`config.mk`:
```
export PLATFORM = sky130hd
export DESIGN_NAME = aes_cfb_ram
export DESIGN_NICKNAME = d
export VERILOG_FILES = /design/src/hw/rtl/aes_cfb_ram.sv
export SDC_FILE = /design/constraint.sdc
export NUM_CORES = 2
export LEC_CHECK = 0
export BUFFER_PORTS_ARGS = -buffer_cell sky130_fd_sc_hd__buf_2
export CAP_MARGIN = 25
export CORE_MARGIN = 2
export CORE_UTILIZATION = 35
export CTS_CLUSTER_DIAMETER = 80
export CTS_CLUSTER_SIZE = 16
export DETAILED_ROUTE_END_ITERATION = 7
export SLEW_MARGIN = 10
export SYNTH_ARGS = -nofsm -noshare
export SYNTH_HDL_FRONTEND = slang
export SYNTH_SLANG_ARGS = --single-unit
```
`constraint.sdc`:
```
create_clock -name clk -period 21.5 [get_ports clk]
set_input_delay 1.075 -clock clk [delete_from_list [all_inputs] [get_ports clk]]
set_output_delay 1.075 -clock clk [all_outputs]
set_load 0.01 [all_outputs]
```
`src/hw/rtl/aes_cfb_ram.sv`:
```
// ----------------------------------------------------------------------------
// aes_cfb_ram
// Generic single-write, single-read RAM with registered read data.
// ----------------------------------------------------------------------------
module aes_cfb_ram #(
	parameter int WIDTH = 128,
	parameter int DEPTH = 15
) (
	input  logic                     clk,
	input  logic                     we,
	input  logic [$clog2(DEPTH)-1:0] waddr,
	input  logic [WIDTH-1:0]         wdata,
	input  logic [$clog2(DEPTH)-1:0] raddr,
	output logic [WIDTH-1:0]         rdata
);
	logic [WIDTH-1:0] mem [DEPTH];

	always_ff @(posedge clk) begin
		if (we) begin
			mem[waddr] <= wdata;
		end
		rdata <= mem[raddr];
	end
endmodule

```
Yosys cells after proc, flatten, opt, wreduce, memory -nomap -nowiden
Memory sizes are Yosys's and may differ from the RTL's. A register that Yosys moved wholly into a read port is not among the register bits.
Index checks and enable logic that the tools add are counted.
{"block": "classes", "n_addsub": 0, "n_mul": 0, "div_mod_pow": 0, "order_cmp": 0, "eq_ne": 0, "shift": 0, "muxes": 2, "bitwise_logic": 0, "n_reduce_logical": 0}
{"op": "$mux 1", "n": 2}
{"block": "word_totals", "reg_bits": 0, "latch_bits": 0, "ram_bits": 1920, "mem_bits_ro": 0, "in_bits": 138, "mem_count": 1}
{"name": "mem", "words": 15, "width": 128, "rd": 1, "rd_ports_with_merged_regs": 1, "wr": 1, "line": "16", "text": "logic [WIDTH-1:0] mem [DEPTH];"}

Depth between registers and ports, before layout
{"block": "logic_depth", "ltp_word": 2, "ltp_mapped": 8, "depth_no_buf": 4}

Worst setup path after synthesis
Ideal clock, no wire load.
{"block": "synth_path", "path_type": "in2reg", "start": "in waddr[2]", "end": "mem mem[0][0] (enable)", "setup_ns": 0.774, "arrival_ns": 10.228, "t_required_ns": 20.726, "slack_ns": 10.498, "cell_stages": 2, "path_buffers": 0, "path_cell_list": "or3b_2 > nor3_1"}
{"item": "start: declaration", "line": "11", "text": "input logic [$clog2(DEPTH)-1:0] waddr,"}
{"item": "end: declaration", "line": "16"}
No word-level cell before the write port.

==> summary.md <==
Dividing the detail-routed via count by the number of cells gives 5.265. The final-layout worst hold slack was 0.5363 ns. The number of gates resized after CTS was 0. The count of cells in the finished layout, fillers not included, comes to 6,936. The mean instance size in the synthesized netlist came out at 20.55 µm².

After clock tree synthesis, the flow added hold-fix buffers numbering 0. The xor and xnor fraction of the mapped netlist area is 0%, and the number of nets still failing antenna checks after routing is 0. The gate count after technology mapping was 3,682; the fraction of synthesized area in multiplexers was 12.74%. The initial antenna violation count is 69, and the power density over the cells is 90.31 nW/µm².

In this run the tightest slew margin relative to its limit is 24.54%. Measured along the x axis, the die boundary spans 468.9 µm. The congestion estimate from routability-driven global placement came to 0.7206.

TritonCTS built the clock tree. The residual DRC count was 0; the clock transition at the registers of the reported paths was 0.07 ns. From synthesis to final layout, the design area changed by 12.08%. On the final layout, the worst clock skew is 0.04066 ns.

In this run the static leakage power is 27.33 nW. Of the total synthesized cell area, the portion taken by AND, OR, NAND and NOR gates is 1.915%. The number of buffers created by CTS is 150. The count of buffers from port buffering was 265.

The number of detailed-routing iterations run before antenna repair is 5, and the clock period minus worst slack is 4.501 ns. CTS built an H-tree with a depth of 4. The run gives 36.52k as the via total after detailed routing. After synthesis, the largest family of logic cells by area is multiplexers. The number of I/O pins is 266, and the net count after synthesis is 3,820.

The fraction of the cycle the final worst path needs was 20.94%. Setup repair after global routing left no endpoint under its margin. The run gives 31 as the count of distinct cell types in the synthesized netlist.

The core box area is 214,800 µm², and the compound-cell area share of the yosys netlist is 4.154%. After synthesis the cells add up to 75,660 µm². STA classifies the critical path startpoint as an input pin.

After synthesis the netlist holds a flip-flop and latch count of 2,048. Die height: 468.9 µm. After detailed routing, the average wire length per cell comes to 27.30 µm.

The tools report the number of slew-limit violations in the final report as 0. The Yosys step of the flow raised 0 warnings. Leaving out fill and tap cells, the most frequent cells in the layout are edfxtp_1, mux2i_1, mux4_2, buf_2, clkbuf_16. In this run the core area contains 170 standard-cell rows. The first routing iteration left 3,656 violations.

For the worst setup path, the data arrival time is 5.17 ns. The tools report the first-pass GRT wire length as 268.4 mm. The flow ran to the end, and the final reports show no timing, DRC or antenna violations.

The post-placement worst setup slack is 16.06 ns. Counting along the longest clock path gives a buffer depth of 3. CTS placed an instance of clkbuf_16 at the clock tree root. The fraction of layout cells with a size suffix above 1 is 19.94%, and the clock sink count is 2,048. Once the floorplan was initialized, standard cells occupied 35.22% of the core. In this run the post-CTS setup repair buffer count came out at 0. In this run the worst hold path is classified as flop to flop. The maximum number of pins on one net before global-route repair was 124; the endpoint required time on the critical path was 22.17 ns. The run gives 36.89k as the number of global-route vias before repair.

Across every metal layer, demand over resource in global routing totals 16.98%. The fraction of the yosys area taken by sequential cells is 79.59%. STA classifies the critical path endpoint as a flop. The tools report the upper clock frequency limit as 222.2 MHz.

The filler cells instantiated in the layout total 19.21k. The maximum ir drop on the vdd rail is 0.00008002 V. The tools report the total negative slack as 0 ns. After the last flow step, the layout net total stands at 4,109. The wire-length estimate of the detail-placed layout is 94.87 mm. The count of cells along the worst register-to-register path was 3; the final hold violation count was 0.

Counting instances, the worst hold path has a depth of 2. The logs give 6,656 for the cell total after placement and 189.4 mm for the wire length after detailed routing. Setup slack after layout: 17.00 ns. The pin slew with the least headroom to its limit was 1.132 ns; the post-synthesis adder-cell area fraction was 0%. The category of the critical setup timing path was input pin to flop. Max-cap violations in this run came to 0. The tools report the area enclosed by the die boundary as 219,900 µm². The remaining global-route overflow is 0.

The maximum fanout along the worst path is 72. Leaving out fill and tap cells, the most frequent cell in the layout is edfxtp_1. The later pin in the worst-skew pair is clocked with a latency of 0.84 ns. The setup violation total in the final timing report is 0.
-- synthesized netlist by cell type --
library cell,n,area share [%]
inv_2,1,0.0050
or3b_2,1,0.012
o211ai_1,12,0.12
nor3_1,4,0.026
nand2_1,130,0.64
nor2_1,31,0.15
a21oi_1,12,0.079
nand3b_1,2,0.020
a22oi_1,128,1.3
nand2b_1,122,1.0
nand3_1,1,0.0066
clkinv_1,1,0.0050
clkbuf_1,69,0.34
a31oi_1,116,0.96
buf_4,50,0.50
and2b_1,1,0.0099
o21ai_1,103,0.68
or2_1,1,0.0083
nor2b_1,1,0.0083
mux4_2,268,8.0
o22ai_1,116,0.96
or2_2,1,0.0083
edfxtp_1,1920,76
inv_1,1,0.0050
nor2_2,1,0.0083
o21ai_0,13,0.086
buf_1,11,0.055
dfxtp_1,128,3.4
mux2i_1,360,4.8
buf_2,55,0.36
buf_6,22,0.33
-- worst max-delay path, stage by stage --
cell,delay (ns)
buf_8,0.57
buf_4,0.83
buf_4,0.74
buf_4,0.85
mux4_2,0.59
a22oi_1,0.22
o211ai_1,0.14
-- worst paths after layout --
path | start | end | slack [ns]
worst max register to register | mem[11][120]$_DFFE_PP_ | rdata[120]$_DFF_P_ | 19.79
worst min-delay path | mem[14][45]$_DFFE_PP_ | rdata[45]$_DFF_P_ | 0.54
worst max-delay path | raddr[0] | rdata[89]$_DFF_P_ | 17.00
worst min register to register | mem[14][45]$_DFFE_PP_ | rdata[45]$_DFF_P_ | 0.54
-- cells by family after synthesis --
| family | Yosys count |
|---|---|
| DFF | 2048 |
| muxes | 628 |
| AOI/OAI and AO/OA | 500 |
| and+or+nand+nor | 296 |
| buffers and inverters | 210 |
-- report_power, final --
| group | total (mW) | leakage, nW | internal [mW] | switching (mW) |
|---|---|---|---|---|
| sequential | 4.49 | 18.4 | 4.46 | 0.0347 |
| combinational | 0.423 | 6.75 | 0.150 | 0.273 |
| clock | 2.74 | 2.16 | 1.35 | 1.39 |
| total | 7.66 | 27.3 | 5.96 | 1.70 |
-- sequential cells by signal (all words and copies together) (netlist names) --
signal  cells
mem      1920
rdata     128
-- layout make-up --
| cell class | count | area (µm²) | area share, % |
|---|---|---|---|
| Sequential cell | 2048 | 60220 | 71.01 |
| Multi-Input combinational cell | 1424 | 14370 | 16.95 |
| Clock buffer | 243 | 4103 | 4.838 |
| Tap cell | 2838 | 3551 | 4.187 |
| Timing Repair Buffer | 344 | 2069 | 2.440 |
| Clock inverter | 26 | 444.2 | 0.5238 |
| Antenna cell | 10 | 25.02 | 0.02951 |
| Inverter | 3 | 18.77 | 0.02213 |
-- stage by stage --
stage,power [mW],util [%],instance area [µm²]
after global placement,5.004,37.33,80200
after CTS,7.742,39.45,84750
after detailed placement,5.013,37.33,80200
after global routing,7.915,39.46,84780
final,7.658,39.47,84800
after floorplan,4.817,-,75660
-- per-layer routing --
layer  GRT usage, %  up-vias  wire [µm]
met5              0        -        276
met4          3.832       42       3818
met3          3.287      292      11630
met2          28.63     1042      93980
met1          22.74    19510      79660
li1               -    15630          -
(Power assumes the default switching activity.)
